--- src/rtl/dig_ed_pkg.sv ---
// Shared types, switch codes and elaboration-time table helpers for the digit editor.
`default_nettype none

package dig_ed_pkg;

  localparam logic [4:0] SW_COMMIT = 5'd1;
  localparam logic [4:0] SW_RIGHT  = 5'd2;
  localparam logic [4:0] SW_SUB    = 5'd4;
  localparam logic [4:0] SW_LEFT   = 5'd8;
  localparam logic [4:0] SW_ADD    = 5'd16;

  typedef enum logic [1:0] {
    STAT_NONE   = 2'd0,
    STAT_DONE   = 2'd1,
    STAT_REJECT = 2'd2
  } commit_status_e;

  typedef enum logic [1:0] {
    ADD_PLAIN,
    ADD_WRAP,
    SUB_PLAIN,
    SUB_WRAP
  } addend_kind_e;

  typedef struct packed {
    logic [15:0]    entry;
    logic [1:0]     cursor;
    logic [15:0]    bcd;
    logic           too_high;
    commit_status_e status;
  } dig_ed_result_t;

  // Decimal digits needed to hold 16^digits - 1.
  function automatic int dec_digits(input int digits);
    longint unsigned m;
    int              count;
    int              i;
    m     = (64'd1 << (4 * digits)) - 64'd1;
    count = 0;
    for (i = 0; i < 20; i++) begin
      if (m != 64'd0) begin
        count = count + 1;
        m     = m / 10;
      end
    end
    return count;
  endfunction

  // Packed BCD of a constant, n digits.
  function automatic logic [63:0] bcd_of(input longint unsigned v, input int n);
    logic [63:0]     res;
    longint unsigned rem;
    int              i;
    res = '0;
    rem = v;
    for (i = 0; i < 16; i++) begin
      if (i < n) begin
        res[4*i +: 4] = 4'(rem % 10);
        rem           = rem / 10;
      end
    end
    return res;
  endfunction

  // Decimal addend, modulo 10^n, that tracks one hex edit at a cursor.
  function automatic logic [63:0] addend(input int digits, input int cur,
                                         input addend_kind_e kind);
    longint unsigned w;
    longint unsigned m;
    longint unsigned p;
    longint unsigned v;
    int              n;
    int              i;
    w = 64'd1 << (4 * (digits - 1 - cur));
    m = 64'd1 << (4 * digits);
    n = dec_digits(digits);
    p = 64'd1;
    for (i = 0; i < 16; i++) begin
      if (i < n) begin
        p = p * 10;
      end
    end
    case (kind)
      ADD_PLAIN: v = w;
      ADD_WRAP:  v = p - (m - w);
      SUB_PLAIN: v = p - w;
      SUB_WRAP:  v = m - w;
      default:   v = 64'd0;
    endcase
    return bcd_of(v, n);
  endfunction

endpackage

`default_nettype wire

--- src/rtl/digit_editor_with_bcd_commit.sv ---
// Top level of the digit editor: input handshake, core and result register.
`default_nettype none

// Takes one switch beat per cycle and returns one result beat for each, in the next cycle
// from a result register; a new beat is taken while a finished result waits, and input
// stalls only when that register is full and the output stalls. The rate is set by the
// combinational update path: a hex add or subtract on the entry and a ripple BCD add on a
// decimal shadow of the entry, so a commit only checks the shadow's upper digits and
// copies its lower ones. No clearing pass is needed after reset.
module digit_editor_with_bcd_commit
  import dig_ed_pkg::*;
#(
  parameter int DIGITS = 4
) (
  input  wire logic        clk_i,
  input  wire logic        rst_ni,
  input  wire logic        in_valid_i,
  output logic             in_stall_o,
  input  wire logic [4:0]  switch_code_i,
  output logic             out_valid_o,
  input  wire logic        out_stall_i,
  output logic      [15:0] entry_shown_o,
  output logic      [1:0]  cursor_shown_o,
  output logic      [15:0] bcd_shown_o,
  output logic             too_high_flag_o,
  output logic      [1:0]  commit_status_o
);

  logic           step;
  logic           out_valid_q, out_valid_d;
  dig_ed_result_t res_next;
  dig_ed_result_t res_q;

  assign in_stall_o = out_valid_q & out_stall_i;
  assign step       = in_valid_i & ~in_stall_o;

  dig_ed_core #(
    .DIGITS (DIGITS)
  ) u_core (
    .clk_i         (clk_i),
    .rst_ni        (rst_ni),
    .step_i        (step),
    .switch_code_i (switch_code_i),
    .result_o      (res_next)
  );

  always_comb begin
    if (step) begin
      out_valid_d = 1'b1;
    end else if (!out_stall_i) begin
      out_valid_d = 1'b0;
    end else begin
      out_valid_d = out_valid_q;
    end
  end

  always_ff @(posedge clk_i or negedge rst_ni) begin
    if (!rst_ni) begin
      out_valid_q <= 1'b0;
    end else begin
      out_valid_q <= out_valid_d;
    end
  end

  always_ff @(posedge clk_i) begin
    if (step) begin
      res_q <= res_next;
    end
  end

  assign out_valid_o     = out_valid_q;
  assign entry_shown_o   = res_q.entry;
  assign cursor_shown_o  = res_q.cursor;
  assign bcd_shown_o     = res_q.bcd;
  assign too_high_flag_o = res_q.too_high;
  assign commit_status_o = res_q.status;

  a_step_gives_beat: assert property (@(posedge clk_i) disable iff (!rst_ni)
    step |=> out_valid_o)
    else $error("accepted beat did not produce a result beat");

  a_stall_needs_full: assert property (@(posedge clk_i) disable iff (!rst_ni)
    in_stall_o |-> out_valid_o)
    else $error("input stalled with an empty result register");

  a_reject_sets_flag: assert property (@(posedge clk_i) disable iff (!rst_ni)
    (out_valid_o && res_q.status == STAT_REJECT) |-> too_high_flag_o)
    else $error("rejected commit without the too-high flag");

  a_done_clears_flag: assert property (@(posedge clk_i) disable iff (!rst_ni)
    (out_valid_o && res_q.status == STAT_DONE) |-> !too_high_flag_o)
    else $error("converted commit left the too-high flag set");

endmodule

`default_nettype wire

--- src/rtl/dig_ed_bcd_add.sv ---
// Ripple BCD adder, result modulo 10^N.
`default_nettype none

module dig_ed_bcd_add #(
  parameter int N = 5
) (
  input  wire logic [4*N-1:0] a_i,
  input  wire logic [4*N-1:0] b_i,
  output logic      [4*N-1:0] sum_o
);

  logic [N-1:0] carry;

  assign carry[0] = 1'b0;

  for (genvar i = 0; i < N; i++) begin : g_digit
    logic [4:0] raw;
    logic       over;
    assign raw  = {1'b0, a_i[4*i +: 4]} + {1'b0, b_i[4*i +: 4]} + 5'(carry[i]);
    assign over = raw > 5'd9;
    assign sum_o[4*i +: 4] = over ? 4'(raw + 5'd6) : raw[3:0];
    if (i < N - 1) begin : g_carry
      assign carry[i+1] = over;
    end
  end

endmodule

`default_nettype wire

--- src/rtl/dig_ed_core.sv ---
// Entry, cursor, decimal shadow and BCD state with the per-beat update logic.
`default_nettype none

module dig_ed_core
  import dig_ed_pkg::*;
#(
  parameter int DIGITS = 4
) (
  input  wire logic       clk_i,
  input  wire logic       rst_ni,
  input  wire logic       step_i,
  input  wire logic [4:0] switch_code_i,
  output dig_ed_result_t  result_o
);

  localparam int EW   = 4 * DIGITS;
  localparam int CW   = $clog2(DIGITS);
  localparam int NDEC = dec_digits(DIGITS);
  localparam int DW   = 4 * NDEC;

  logic [EW-1:0]     entry_q, entry_d;
  logic [CW-1:0]     cursor_q, cursor_d;
  logic [EW-1:0]     bcd_q, bcd_d;
  logic              err_q, err_d;
  logic [DW-1:0]     dec_q, dec_d;
  commit_status_e    status;

  logic [CW-1:0]     rev;
  logic [EW-1:0]     weight;
  logic [EW:0]       add_sum;
  logic [EW:0]       sub_diff;
  logic [DW-1:0]     dec_addend;
  logic [DW-1:0]     dec_sum;
  logic              in_range;

  logic [DW-1:0]     tab_ap [DIGITS];
  logic [DW-1:0]     tab_aw [DIGITS];
  logic [DW-1:0]     tab_sp [DIGITS];
  logic [DW-1:0]     tab_sw [DIGITS];

  for (genvar c = 0; c < DIGITS; c++) begin : g_tab
    localparam logic [63:0] AP = addend(DIGITS, c, ADD_PLAIN);
    localparam logic [63:0] AW = addend(DIGITS, c, ADD_WRAP);
    localparam logic [63:0] SP = addend(DIGITS, c, SUB_PLAIN);
    localparam logic [63:0] SWR = addend(DIGITS, c, SUB_WRAP);
    assign tab_ap[c] = AP[DW-1:0];
    assign tab_aw[c] = AW[DW-1:0];
    assign tab_sp[c] = SP[DW-1:0];
    assign tab_sw[c] = SWR[DW-1:0];
  end

  assign rev      = CW'(DIGITS - 1) - cursor_q;
  assign weight   = EW'(1) << {rev, 2'b00};
  assign add_sum  = {1'b0, entry_q} + {1'b0, weight};
  assign sub_diff = {1'b0, entry_q} - {1'b0, weight};
  assign in_range = dec_q[DW-1:EW] == '0;

  always_comb begin
    if (switch_code_i == SW_SUB) begin
      dec_addend = sub_diff[EW] ? tab_sw[cursor_q] : tab_sp[cursor_q];
    end else begin
      dec_addend = add_sum[EW] ? tab_aw[cursor_q] : tab_ap[cursor_q];
    end
  end

  dig_ed_bcd_add #(
    .N (NDEC)
  ) u_bcd_add (
    .a_i   (dec_q),
    .b_i   (dec_addend),
    .sum_o (dec_sum)
  );

  always_comb begin
    entry_d  = entry_q;
    cursor_d = cursor_q;
    bcd_d    = bcd_q;
    err_d    = err_q;
    dec_d    = dec_q;
    status   = STAT_NONE;
    case (switch_code_i)
      SW_SUB: begin
        entry_d = sub_diff[EW-1:0];
        dec_d   = dec_sum;
        err_d   = 1'b0;
      end
      SW_ADD: begin
        entry_d = add_sum[EW-1:0];
        dec_d   = dec_sum;
        err_d   = 1'b0;
      end
      SW_RIGHT: begin
        if (cursor_q != CW'(DIGITS - 1)) begin
          cursor_d = cursor_q + CW'(1);
        end
        err_d = 1'b0;
      end
      SW_LEFT: begin
        if (cursor_q != '0) begin
          cursor_d = cursor_q - CW'(1);
        end
        err_d = 1'b0;
      end
      SW_COMMIT: begin
        if (in_range) begin
          bcd_d  = dec_q[EW-1:0];
          err_d  = 1'b0;
          status = STAT_DONE;
        end else begin
          err_d  = 1'b1;
          status = STAT_REJECT;
        end
      end
      default: begin
      end
    endcase
  end

  always_ff @(posedge clk_i or negedge rst_ni) begin
    if (!rst_ni) begin
      entry_q  <= '0;
      cursor_q <= CW'(DIGITS - 1);
      bcd_q    <= '0;
      err_q    <= 1'b0;
      dec_q    <= '0;
    end else if (step_i) begin
      entry_q  <= entry_d;
      cursor_q <= cursor_d;
      bcd_q    <= bcd_d;
      err_q    <= err_d;
      dec_q    <= dec_d;
    end
  end

  assign result_o.entry    = 16'(entry_d);
  assign result_o.cursor   = 2'(cursor_d);
  assign result_o.bcd      = 16'(bcd_d);
  assign result_o.too_high = err_d;
  assign result_o.status   = status;

endmodule

`default_nettype wire

--- config.mk ---
export PLATFORM = sky130hd
export DESIGN_NAME = digit_editor_with_bcd_commit
export DESIGN_NICKNAME = d
export VERILOG_FILES = /design/src/rtl/dig_ed_pkg.sv /design/src/rtl/digit_editor_with_bcd_commit.sv /design/src/rtl/dig_ed_bcd_add.sv /design/src/rtl/dig_ed_core.sv
export SDC_FILE = /design/constraint.sdc
export NUM_CORES = 1
export LEC_CHECK = 0
export BUFFER_PORTS_ARGS = -buffer_cell sky130_fd_sc_hd__buf_2
export CAP_MARGIN = 20
export CELL_PAD_IN_SITES_DETAIL_PLACEMENT = 2
export CELL_PAD_IN_SITES_GLOBAL_PLACEMENT = 2
export CORE_ASPECT_RATIO = 0.75
export CORE_MARGIN = 2
export CORE_UTILIZATION = 35
export CTS_BUF_LIST = sky130_fd_sc_hd__clkbuf_4 sky130_fd_sc_hd__clkbuf_8
export DETAILED_ROUTE_END_ITERATION = 10
export GPL_TIMING_DRIVEN = 0
export PLACE_DENSITY_LB_ADDON = 0.1
export SLEW_MARGIN = 20
export SYNTH_ARGS = -nofsm -noshare
export SYNTH_HDL_FRONTEND = slang
export SYNTH_HIERARCHICAL = 1
export SYNTH_SLANG_ARGS = --single-unit
--- constraint.sdc ---
create_clock -name clk_i -period 11.8 [get_ports clk_i]
set_clock_uncertainty 0.15 [all_clocks]
set_input_delay 1.77 -clock clk_i [delete_from_list [all_inputs] [get_ports clk_i]]
set_output_delay 1.77 -clock clk_i [all_outputs]
set_load 0.01 [all_outputs]
-- Word-level counts from Yosys, hierarchy flattened
Cells that the tools add are included.
- register bits: 93
- output and inout bits: 39
- word-level logic and storage cells: 84
- add/subtract/negate cells: 19
- $lt $le $gt $ge: 6
- equal/unequal tests: 7
- shift operators: 1
- muxes and demuxes: 31
- bitwise gates (word level): 4
- reduce and logical (&&, ||, !) cells: 5
- operator list (operator ; number):
    two-way mux 20 bit ; 11
    binary-select mux 20 bit (select 2 bit) ; 4
    two-way mux 16 bit ; 2
    case mux 16 bit (2 select lines) ; 1
    adder 4 x 4 -> 5 bit ; 5
    greater-than comparator 5 x 4 -> 1 bit, second input constant ; 5
    adder 4 x 3 -> 4 bit, second input constant ; 5
    adder 5 x 1 -> 5 bit ; 4
    two-way mux 4 bit ; 5
    adder 16 x 16 -> 17 bit ; 1
    subtractor 16 x 16 -> 17 bit ; 1
    left shift 1 x 4 -> 16 bit, first input constant ; 1
    two-way mux 2 bit ; 3
    equality test 5 x 1 -> 1 bit, second input constant ; 1
    equality test 5 x 2 -> 1 bit, second input constant ; 1
    equality test 5 x 3 -> 1 bit, second input constant ; 1
    equality test 5 x 4 -> 1 bit, second input constant ; 1
    equality test 5 bit, second input constant ; 1
    zero test 4 bit ; 1
    case mux 2 bit (2 select lines) ; 1
    OR reduction 4 bit ; 1
    >= comparator 3 bit, second input constant ; 1
    two-way mux 1 bit ; 3
    inverter 2 -> 3 bit ; 1
    11 further kinds ; 12

-- Depth between registers and ports, before layout
Gate-level depths: netlist of run 1.
- word-level depth: 17
- depth in mapped cells: 51

-- Hierarchy
The synthesis of run 1 kept the hierarchy.
- modules (own cells, without submodules) (module ; times used ; cells each ; area each (µm²) ; sequential area each (µm²)):
    dig_ed_core ; 1 ; 380 ; 3629.7 ; 1378.8
    dig_ed_bcd_add ; 1 ; 147 ; 1226.2 ; 0.0
    digit_editor_with_bcd_commit ; 1 ; 41 ; 1161.1 ; 1136.1

-- Least setup slack after synthesis of run 1
No wires, ideal clock.
- kind: input to register
- from: input port switch_code_i[4]
- to: register u_core.dec_q[17]
- setup time: 0.065 ns
- data arrival time: 11.281 ns
- data required time: 11.585 ns
- path slack: 0.304 ns
- stages on the path: 46
- cells stage by stage: nor2_1 > nand3_1 > buf_2 > clkinv_1 > nor3_1 > inv_1 > fa_1 > xor2_1 > ha_1 > nand2_1 > a32o_1 > o311ai_4 > inv_1 > fa_1 > inv_1 > fa_1 > inv_1 > ha_1 > [10 not listed] > o31a_1 > fa_1 > inv_1 > fa_1 > inv_1 > ha_1 > nand2b_1 > a22o_1 > o31a_1 > fa_1 > inv_1 > fa_1 > inv_1 > ha_1 > and4b_1 > or3b_1 > a22oi_1 > mux2_2
- elaborated cells on any way between the ends: 21
- RTL lines (item ; line ; source):
    start, declared ; digit_editor_with_bcd_commit.sv:19 ; input wire logic [4:0] switch_code_i,
    equality test 5 x 3 -> 1 bit (*) ; dig_ed_core.sv:59 ; if (switch_code_i == SW_SUB) begin
    two-way mux 20 bit (*) ; dig_ed_core.sv:59 ;
    named net u_core.dec_addend[12] ; dig_ed_core.sv:32 ; logic [DW-1:0] dec_addend;
    adder 4 x 4 -> 5 bit (*) ; dig_ed_bcd_add.sv:19 ; assign raw = {1'b0, a_i[4*i +: 4]} + {1'b0, b_i[4*i +: 4]} + 5'(carry[i]);
    adder 5 x 1 -> 5 bit (*) ; dig_ed_bcd_add.sv:19 ;
    greater-than comparator 5 x 4 -> 1 bit (*) ; dig_ed_bcd_add.sv:20 ; assign over = raw > 5'd9;
    adder 5 x 1 -> 5 bit (*) ; dig_ed_bcd_add.sv:19 ;
    adder 4 x 3 -> 4 bit / greater-than comparator 5 x 4 -> 1 bit (equally long branches) ; dig_ed_bcd_add.sv:21, dig_ed_bcd_add.sv:20 ;
    two-way mux 4 bit (*) ; dig_ed_bcd_add.sv:21 ; assign sum_o[4*i +: 4] = over ? 4'(raw + 5'd6) : raw[3:0];
    named net u_core.dec_sum[17] ; dig_ed_core.sv:33 ; logic [DW-1:0] dec_sum;
    end signal, assigned ; dig_ed_core.sv:125 ; dec_q <= '0;
    end signal, assigned ; dig_ed_core.sv:131 ; dec_q <= dec_d;
    end, declared ; dig_ed_core.sv:25 ; logic [DW-1:0] dec_q, dec_d;
The timed path passes the listed nets; every way through them passes the cells marked *.
A chain may end at the register's enable or synchronous reset.

-- Worst setup path after layout of run 1
- from: register u_core.cursor_q[1]
- to: register u_core.dec_q[18]
- elaborated cells on any way between the ends: 36
- RTL lines (item ; line ; source):
    start, declared ; dig_ed_core.sv:22 ; logic [CW-1:0] cursor_q, cursor_d;
    start signal, assigned ; dig_ed_core.sv:122 ; cursor_q <= CW'(DIGITS - 1);
    start signal, assigned ; dig_ed_core.sv:128 ; cursor_q <= cursor_d;
    branches (longest 5 deep; another with adder 16 x 16 -> 17 bit) ; - ;
    two-way mux 20 bit (*) ; dig_ed_core.sv:59 ;
    named net u_core.dec_addend[9] ; dig_ed_core.sv:32 ;
    adder 4 x 4 -> 5 bit (*) ; dig_ed_bcd_add.sv:19 ;
    adder 5 x 1 -> 5 bit (*) ; dig_ed_bcd_add.sv:19 ;
    greater-than comparator 5 x 4 -> 1 bit (*) ; dig_ed_bcd_add.sv:20 ;
    adder 5 x 1 -> 5 bit (*) ; dig_ed_bcd_add.sv:19 ;
    greater-than comparator 5 x 4 -> 1 bit (*) ; dig_ed_bcd_add.sv:20 ;
    adder 5 x 1 -> 5 bit (*) ; dig_ed_bcd_add.sv:19 ;
    adder 4 x 3 -> 4 bit / greater-than comparator 5 x 4 -> 1 bit (equally long branches) ; dig_ed_bcd_add.sv:21, dig_ed_bcd_add.sv:20 ;
    two-way mux 4 bit (*) ; dig_ed_bcd_add.sv:21 ;
    named net u_core.dec_sum[18] ; dig_ed_core.sv:33 ;
Mark *: on every way through the listed nets, which the timed path passes. The select of a mux whose other input is x is not followed.

==> results of run 1 <==
-- state kept, by name (all words and copies together) (netlist names) --
register and count:
u_core/err_q 1, u_core/dec_q 20, u_core/bcd_q 16, commit_status_o 2, entry_shown_o 16, u_core/entry_q 16, u_core/cursor_q 2, out_valid_o 1
cursor_shown_o 2, bcd_shown_o 16, too_high_flag_o 1
-- cell usage after synthesis, types with 4 or more instances --
master,instances
sky130_fd_sc_hd__edfxtp_1,37
sky130_fd_sc_hd__dfrtp_1,54
sky130_fd_sc_hd__nor2_1,36
sky130_fd_sc_hd__a21o_1,10
sky130_fd_sc_hd__nand2_1,68
sky130_fd_sc_hd__and3b_1,4
sky130_fd_sc_hd__xnor2_1,31
sky130_fd_sc_hd__and2_1,5
sky130_fd_sc_hd__o21ai_0,14
sky130_fd_sc_hd__o22ai_1,8
sky130_fd_sc_hd__and3_1,5
sky130_fd_sc_hd__xor2_1,5
sky130_fd_sc_hd__a21oi_1,17
sky130_fd_sc_hd__mux2_2,28
sky130_fd_sc_hd__mux2i_1,10
sky130_fd_sc_hd__nor2b_1,4
sky130_fd_sc_hd__buf_2,7
sky130_fd_sc_hd__mux2_4,10
sky130_fd_sc_hd__nor4_1,5
sky130_fd_sc_hd__ha_1,43
sky130_fd_sc_hd__fa_1,9
sky130_fd_sc_hd__nand2b_1,6
sky130_fd_sc_hd__inv_1,37
sky130_fd_sc_hd__clkbuf_1,7
sky130_fd_sc_hd__nand3_1,6
sky130_fd_sc_hd__o21a_1,4
sky130_fd_sc_hd__nor3_1,10
sky130_fd_sc_hd__nand3b_1,5
sky130_fd_sc_hd__a22o_1,6
sky130_fd_sc_hd__a31oi_1,8
-- per-layer routing --
metal,global-route usage,routed length [um],vias to the layer above
li1,-,-,2216
met1,0.268,8480,2516
met2,0.340,9120,57
met3,0.0320,489,12
met4,0.0505,193,0
met5,0,0,-
-- final cells by class --
class	count	area, um^2
Timing Repair Buffer	91	621
Inverter	39	161
Clock inverter	4	73.8
Sequential cell	93	2510
Clock buffer	12	146
Tap cell	215	269
Fill cell	1778	9450
Buffer	20	119
Multi-Input combinational cell	417	3470
-- power breakdown --
| part | leakage (nW) | switching (mW) | internal (mW) |
|---|---|---|---|
| Sequential | 1.10 | 0.0677 | 0.418 |
| Combinational | 2.23 | 0.532 | 0.510 |
| Clock | 0.115 | 0.122 | 0.127 |
| Total | 3.44 | 0.722 | 1.06 |
-- repair_timing --
action / 4_1_cts / 5_1_grt
setup endpoints to repair: 4 / 3
pin swaps: 16 / 25
gates resized for setup: 37 / 27
buffers inserted: 19 / 22
hold endpoints to repair: 0 / 0
-- cells by family (layout without fill, tap and decap cells) --
logic type	Yosys count	after routing
compound gates	103	103
xor+xnor	36	36
fa+ha+maj	52	52
buf+inv	59	166
flops	93	93
mux	48	48
other cells	1	2
simple gates	176	176
-- worst max-delay path, delay by kind of cell (launching register included) --
family / cells / cell delay [ps]
adders and majority gates: 15 / 4630
buffers and inverters: 15 / 1580
muxes: 2 / 390
xor gates and xnor gates: 1 / 190
and+or+nand+nor: 8 / 1640
DFF: 1 / 380
AOI/OAI and AO/OA: 11 / 2570
-- through the flow --
| step | TNS (ps) | setup WS [ps] |
|---|---|---|
| after floorplan | 0 | 304 |
| after global placement | -2950 | -1150 |
| after detailed placement | -5110 | -1740 |
| after CTS | 0 | 3.89 |
| after global routing | -317 | -169 |
| final | 0 | 241 |
-- worst paths after layout --
path / depth (start not counted) / endpoint / slack (ps)
max in group asynchronous: 2 / u_core/bcd_q[13]$_DFFE_PN0P_ / 9810
min in group asynchronous: 1 / u_core/entry_q[12]$_DFFE_PN0P_ / 1150
worst min-delay path: 1 / u_core/bcd_q[14]$_DFFE_PN0P_ / 370
worst min register to register: 1 / u_core/bcd_q[14]$_DFFE_PN0P_ / 370
worst max register to register: 52 / u_core/dec_q[18]$_DFFE_PN0P_ / 240
worst max-delay path: 52 / u_core/dec_q[18]$_DFFE_PN0P_ / 240
==> results.md, run 1 <==
Status:
- The run finished with clean final reports.

Setup path:
- The source of the critical timing path is u_core/cursor_q[1]$_DFFE_PN1P_.
- The category of the worst setup path launch point is a flip-flop.
- Along the worst path, the maximum fanout reaches 4.
- The start of the worst register-to-register path is u_core/cursor_q[1]$_DFFE_PN1P_.
- The critical path class is reg -> reg.
- For this run, the slowest stage of the critical path takes 520 ps.
- STA puts the critical path data required time at 11980 ps.
- The arrival time of the worst setup path is 11740 ps.
- The cell with the biggest individual delay on the critical path is sky130_fd_sc_hd__or4_4.
- STA classifies the critical path endpoint as a flip-flop.
- The cell that appears most often on the critical path is sky130_fd_sc_hd__inv_2.

CTS:
- The tree is rooted in a sky130_fd_sc_hd__clkbuf_8.
- Counting the buffers created by CTS gives 9.
- The total clock sinks is 93.
- The H-tree depth reported by CTS is 3.
- The clock transition at the registers of the reported paths is 90 ps.
- The post-cts hold buffer count is 0.
- TritonCTS built the clock tree.
- The maximum buffer depth of the clock tree is 2.
- Clock latency on the worst-skew pair, taken at its later pin, is 390 ps.

Drt:
- The count of nets left with antenna violations once routing finished came out at 0.
- The total wirelength of the detailed-routed design is 18300 um.
- The overall via count from detail_route is 4801.
- The routed length per placed instance is 20.5 um.
- Before antenna repair, the detailed router went through 4 iterations.
- The detailed-route DRC error count is 0.
- The detailed router finished its first iteration with 197 violations.
- In the routed layout, each cell is associated on average with a via count of 5.39.

Place:
- Once placement finished, the instance area stood at 6610 um^2.
- The number of placed cells counting well taps is 834.
- The placed wire-length estimate is 12900 um.
- The congestion estimate from routability-driven global placement came to 0.764.
- Input and output buffers added on the ports amount to 47.

GRT:
- The first global-routing pass estimated 28400 um of wire.
- The number of global-route vias before repair was 5163.
- The all-layer global routing usage is 0.201.
- Entering global routing, the biggest net connects 35 pins.
- Summed over all layers, the global routing overflow is 0.
- The number of antenna violations at the first check in global routing came to 0.

Pwr:
- VDD sags by at most 0.0949 mV.
- The power density normalized to cell area is 241 nW/um^2.
- Power comes to 1.78 mW.
- The static leakage is 3.44 nW.

Synthesis:
- The average cell area after synthesis is 10.6 um^2.
- The post-synthesis compound-gate area fraction is 0.124.
- The share of the synthesized area in the top cell type is 0.225.
- Summed over all instances, the cell type with the most area after synthesis is sky130_fd_sc_hd__dfrtp_1.
- The part of the Yosys area used for sequential elements is 0.418.
- The most used flip-flop cell after synthesis is sky130_fd_sc_hd__dfrtp_1.
- For this run, the number of Yosys warnings is 6.
- The post-synthesis share of cell area spent on full adders, half adders and majority gates is 0.119.
- The mapped netlist covers 6020 um^2.
- The number of synthesized register bits is 93.
- The instance count of the mapped netlist is 568.
- Of the total synthesized cell area, the portion taken by AND, OR, NAND and NOR gates is 0.148.
- In this run, synthesis inferred 37 flip-flops with an integrated enable.
- The multiplexer area fraction after synthesis is 0.0940.
- The async set-reset flop share out of synthesis is 0.602.
- The netlist uses 75 different library cells.
- By area the synthesized netlist is led by sky130_fd_sc_hd__dfrtp_1, sky130_fd_sc_hd__edfxtp_1, sky130_fd_sc_hd__ha_1, sky130_fd_sc_hd__mux2_2, sky130_fd_sc_hd__xnor2_1.
- The xor and xnor area share after synthesis is 0.0524.
- By area, the combinational part of the netlist is dominated by simple AND/OR/NAND/NOR gates.

STA:
- Timing would allow up to 86.5 MHz.
- Setup repair after global routing could not meet its margin everywhere.
- The max-slew violation total from the final report is 0.
- The count of final hold-check violations is 0.
- The count of final setup violators is 0.
- The portion of the clock cycle consumed by the worst path in the final layout is 0.980.
- The post-layout minimum cycle time is 11560 ps.
- The actual slew at the worst max-slew pin is 883 ps.
- Measured against its own limit, the worst slew margin works out to 0.407.
- The worst-case hold slack is 369 ps.

Floorplanning:
- The area of the die is 18300 um^2.
- 48 I/O pins were placed.
- The area of the placeable core is 16800 um^2.
- The number of rows created at floorplan is 41.
- The die width is 155 um.
- The initial standard-cell utilization of the core is 0.358.
- The die is 118 um tall.

Cells and area:
- The final net count is 732.
- The most common cell after layout, fill and taps aside is sky130_fd_sc_hd__nand2_1.
- The share of cells above drive strength 1 is 0.322.
- With fillers left out, the area of the finished cells amounts to 7380 um^2.
- In the layout the commonest cells are sky130_fd_sc_hd__nand2_1, sky130_fd_sc_hd__dfrtp_1, sky130_fd_sc_hd__buf_2, sky130_fd_sc_hd__buf_4, sky130_fd_sc_hd__edfxtp_1.
- The count of cells in the finished layout, fillers not included, comes to 891.
- 0 antenna diodes ended up in the layout.
- From synthesis to final layout, the design area changed by 22.6%.
- Measured on the finished design, the core utilization comes to 0.438.

Hold path:
- In this run the most critical hold path is launched from u_core/bcd_q[14]$_DFFE_PN0P_.
- The min-delay analysis places its worst path in the category reg -> reg.

Run:
- Across the run, the number of max-cap violations was 0.
Note: power is estimated with default switching activity, not from simulation.
==> run 2: changes to the inputs <==
- CTS_BUF_LIST: sky130_fd_sc_hd__clkbuf_4 sky130_fd_sc_hd__clkbuf_8 -> unset
- GPL_TIMING_DRIVEN: 0 -> unset
- SYNTH_HIERARCHICAL: 1 -> unset
==> run 2 against run 1 <==
  * Setup slack improved by 240 ps
  * Fmax rose by 2.1%
  * Final cell count shrank 2.4%
  * Die area down 2.4%
  * First-iteration DRC count shrank 13%
  * Via count down 0.87%
  * Core utilization down 1.7 points
  * Clock-buffer cell count decreased by 2
  * Critical endpoint is now u_core.dec_q[18]$_DFFE_PN0P_
  * Highest routed layer unchanged
==> results.md, run 2 <==
Synthesis:
- The part of the Yosys area used for sequential elements is 0.429 (was 0.418).
- Top cells by count, synth: sky130_fd_sc_hd__nand2_1, sky130_fd_sc_hd__dfrtp_1, sky130_fd_sc_hd__o21ai_0 (was sky130_fd_sc_hd__nand2_1, sky130_fd_sc_hd__dfrtp_1, sky130_fd_sc_hd__ha_1).
- The share of the synthesized area in the top cell type is 0.230 (was 0.225).
- The most instantiated flip-flop cell in the synthesis netlist was sky130_fd_sc_hd__dfrtp_1 (unchanged).
- Leading post-synthesis cells by cell area: sky130_fd_sc_hd__dfrtp_1, sky130_fd_sc_hd__edfxtp_1, sky130_fd_sc_hd__ha_1, sky130_fd_sc_hd__nand2_1, sky130_fd_sc_hd__o21ai_0 (was sky130_fd_sc_hd__dfrtp_1, sky130_fd_sc_hd__edfxtp_1, sky130_fd_sc_hd__ha_1, sky130_fd_sc_hd__mux2_2, sky130_fd_sc_hd__xnor2_1).
- The async set-reset flop share out of synthesis was 0.602 (unchanged).
- The unique cell type count in the Yosys netlist was 67 (was 75).
- The instance count of the mapped netlist is 599 (was 568).
- The cell area after synthesis is 5870 um^2 (was 6020 um^2).
- The count of flip-flops with a built-in enable after synthesis is 37 (unchanged).
- The count of yosys warnings during synthesis came to 0 (was 6).
- The number of nets produced by synthesis is 658.
- The average cell area after synthesis is 9.79 um^2 (was 10.6 um^2).
- The number of synthesized register bits came to 93 (unchanged).
- The most frequently used cell type in the post-synthesis netlist is sky130_fd_sc_hd__nand2_1 (unchanged).
- The largest area contributor in the synthesized netlist is sky130_fd_sc_hd__dfrtp_1 (unchanged).

STA:
- The relative slew slack is 0.356 (was 0.407).
- The portion of the clock cycle consumed by the worst path in the final layout is 0.959 (was 0.980).
- The actual slew at the worst max-slew pin is 958 ps (was 883 ps).
- The count of final hold-check violations is 0 (unchanged).
- The max-slew violation total from the final report is 0 (unchanged).
- The worst-case hold slack came to 339 ps (was 369 ps).
- The achievable frequency came to 88.3 MHz (was 86.5 MHz).
- The count of final setup violators is 0 (unchanged).
- The post-layout minimum cycle time is 11320 ps (was 11560 ps).

Setup path:
- The arrival time of the worst setup path is 11440 ps (was 11740 ps).
- The critical path class is reg -> reg (unchanged).
- The kind of capture point of the worst setup path is a flip-flop (unchanged).
- The end of the worst register-to-register path is u_core.dec_q[18]$_DFFE_PN0P_ (was u_core/dec_q[18]$_DFFE_PN0P_).
- The setup slack on the worst flop-to-flop path is 480 ps (was 240 ps).
- The cell with the biggest individual delay on the critical path is sky130_fd_sc_hd__dfstp_2 (was sky130_fd_sc_hd__or4_4).
- The largest fanout of any net on the critical path is 6 (was 4).
- The peak per-stage delay on the critical path came to 620 ps (was 520 ps).
- The cell seen most often among critical-path stages is sky130_fd_sc_hd__ha_1 (was sky130_fd_sc_hd__inv_2).
- The worst-case reg-to-reg path depth is 47 (was 52).
- The start of the worst register-to-register path is u_core.cursor_q[0]$_DFFE_PN1P_ (was u_core/cursor_q[1]$_DFFE_PN1P_).
- The category of the worst setup path launch point is a flip-flop (unchanged).
- The worst endpoint required time came to 11930 ps (was 11980 ps).

CTS:
- The TritonCTS buffer count is 9 (unchanged).
- The H-tree depth reported by CTS is 3 (unchanged).
- The TritonCTS clock tree is built (unchanged).
- The maximum buffer depth of the clock tree came to 2 (unchanged).
- The clock transition at the registers of the reported paths is 70 ps (was 90 ps).
- The total clock sinks is 93 (unchanged).
- The post-cts hold buffer count is 0 (unchanged).
- The later-pin clock latency in the skew report is 350 ps (was 390 ps).
- The clock root buffer is sky130_fd_sc_hd__clkbuf_16 (was sky130_fd_sc_hd__clkbuf_8).

Place:
- The number of input and output port buffers inserted was 47 (unchanged).
- The total cell area at the placement stage is 6380 um^2 (was 6610 um^2).
- The number of placed cells counting well taps is 848 (was 834).
- The placed wire-length estimate is 13100 um (was 12900 um).
- The global placer's final weighted congestion is 0.823 (was 0.764).

Pwr:
- The total power of the final layout is 1.72 mW (was 1.78 mW).
- The static leakage was 3.15 nW (was 3.44 nW).
- The power density normalized to cell area was 251 nW/um^2 (was 241 nW/um^2).
- The maximum vdd ir drop is 0.101 mV (was 0.0949 mV).

GRT:
- The total congestion overflow after global routing came to 0 (unchanged).
- The number of antenna violations at the first check in global routing is 0 (unchanged).
- The wire length of the first global-routing pass is 28900 um (was 28400 um).
- The number of global-route vias before repair is 5151 (was 5163).
- The all-layer global routing usage is 0.209 (was 0.201).
- The largest net degree at the start of global routing is 57 (was 35).

Cells and area:
- The fraction of the core area covered by cells at the end of the flow is 0.422 (was 0.438).
- The final net count is 714 (was 732).
- The register bank with the most flops is u_core.dec_q (was u_core/dec_q).
- The flip-flop count of the largest register, all copies and words added was 20 (unchanged).
- The count of non-filler cells in the finished layout is 870 (was 891).
- The area of all sequential standard cells came to 2510 um^2 (unchanged).
- The count of inserted antenna diode cells is 0 (unchanged).
- The final non-filler cell area came to 6840 um^2 (was 7380 um^2).
- The layout-stage area growth over the synthesis result is 16.5% (was 22.6%).
- Most used cells in the layout excluding fill and tap cells: sky130_fd_sc_hd__nand2_1, sky130_fd_sc_hd__dfrtp_1, sky130_fd_sc_hd__buf_2, sky130_fd_sc_hd__o21ai_0 (was sky130_fd_sc_hd__nand2_1, sky130_fd_sc_hd__dfrtp_1, sky130_fd_sc_hd__buf_2, sky130_fd_sc_hd__buf_4, sky130_fd_sc_hd__edfxtp_1).
- The share of cells above drive strength 1 is 0.212 (was 0.322).
- The number of fill cells is 1746 (was 1778).
- The most common cell after layout, fill and taps aside is sky130_fd_sc_hd__nand2_1 (unchanged).
- The multi-input gate area in the final layout came to 3210 um^2 (was 3470 um^2).

Floorplanning:
- The boundary pin count is 48 (unchanged).
- The die width was 154 um (was 155 um).
- The initial standard-cell utilization of the core is 0.362 (was 0.358).
- The area of the die is 17800 um^2 (was 18300 um^2).
- The number of rows created at floorplan came to 40 (was 41).
- The y dimension of the die is 116 um (was 118 um).
- The area of the placeable core is 16200 um^2 (was 16800 um^2).

Drt:
- The number of nets with antenna violations after detailed routing came to 0 (unchanged).
- The detailed-route DRC error count is 0 (unchanged).
- The total wirelength of the detailed-routed design is 17900 um (was 18300 um).
- The overall via count from detail_route is 4759 (was 4801).
- The number of design-rule violations left by the first detailed-router iteration is 171 (was 197).
- The detailed-route vias per instance was 5.47 (was 5.39).
- The number of iterations in the first detailed-routing pass is 4 (unchanged).
- The routed length per placed instance was 20.5 um (about the same).

Hold path:
- The number of cells on the worst hold path was 2 (was 1).
- The endpoint of the worst hold-timing path is u_core.bcd_q[5]$_DFFE_PN0P_ (was u_core/bcd_q[14]$_DFFE_PN0P_).
- The critical hold path startpoint is u_core.bcd_q[5]$_DFFE_PN0P_ (was u_core/bcd_q[14]$_DFFE_PN0P_).
- The worst min-delay path category is reg -> reg (unchanged).

Status:
- Result of the run: complete, no violations (unchanged).

Run:
- The number of max-capacitance violations reported is 0 (unchanged).
==> run 2: critical path, delay by kind of cell (launching register included) <==
kind                       cells  cell delay [ps]
and+or+nand+nor                5              530
xor gates and xnor gates       3              580
AOI/OAI and AO/OA             13             2630
adders and majority gates     17             5230
muxes                          4              970
DFF                            1              620
buffers and inverters          5              520
==> run 2: through the flow <==
step,TNS [ps],setup slack [ps]
after floorplan,0,255
after global placement,0,170
after detailed placement,-1190,-579
after CTS,0,38.5
after global routing,-36.2,-36.2
final,0,481
==> run 2: worst max path at each step <==
stage | start | endpoint | slack (ps)
global placement | switch_code_i[4] | u_core.dec_q[18]$_DFFE_PN0P_ | 170
CTS | u_core.cursor_q[0]$_DFFE_PN1P_ | u_core.dec_q[18]$_DFFE_PN0P_ | 40
floorplan | switch_code_i[0] | u_core.dec_q[18]$_DFFE_PN0P_ | 260
detailed placement | switch_code_i[4] | u_core.dec_q[18]$_DFFE_PN0P_ | -580
global route | u_core.cursor_q[0]$_DFFE_PN1P_ | u_core.dec_q[18]$_DFFE_PN0P_ | -40
finish | u_core.cursor_q[0]$_DFFE_PN1P_ | u_core.dec_q[18]$_DFFE_PN0P_ | 480
==> run 2: power breakdown <==
group | switching [mW] | internal [mW]
Sequential | 0.0880 | 0.425
Clock | 0.134 | 0.145
Combinational | 0.513 | 0.413
==> run 2: logic make-up (layout without fill, tap and decap cells) <==
kind of cell,count (synthesis),after routing,share of synthesized area
compound gates,138,138,0.158
xor+xnor,36,36,0.0537
fa+ha+maj,50,50,0.117
buf+inv,67,128,0.0484
flops,93,93,0.429
mux,21,21,0.0390
simple gates,194,194,0.155
==> run 2: repair_timing <==
| item | in CTS | in global routing |
|---|---|---|
| pin swaps | 1 | 4 |
| endpoints found under the setup margin | 3 | 3 |
| buffers inserted | 2 | 4 |
| gates resized for setup | 11 | 23 |
| cloned | 0 | 0 |
==> run 2: final cells by class <==
| cell class | instances | share of cell area |
|---|---|---|
| tap | 210 | 0.0384 |
| multi-input combinational | 439 | 0.469 |
| clock inverter | 6 | 0.00677 |
| timing repair buffer | 73 | 0.0630 |
| inverter | 39 | 0.0214 |
| clock buffer | 10 | 0.0335 |
| sequential | 93 | 0.368 |
==> run 2: per-layer routing <==
layer | track usage | wire, um
met5 | 0 | 0
met4 | 0.0404 | 141
met3 | 0.0304 | 663
met2 | 0.336 | 8220
met1 | 0.304 | 8850
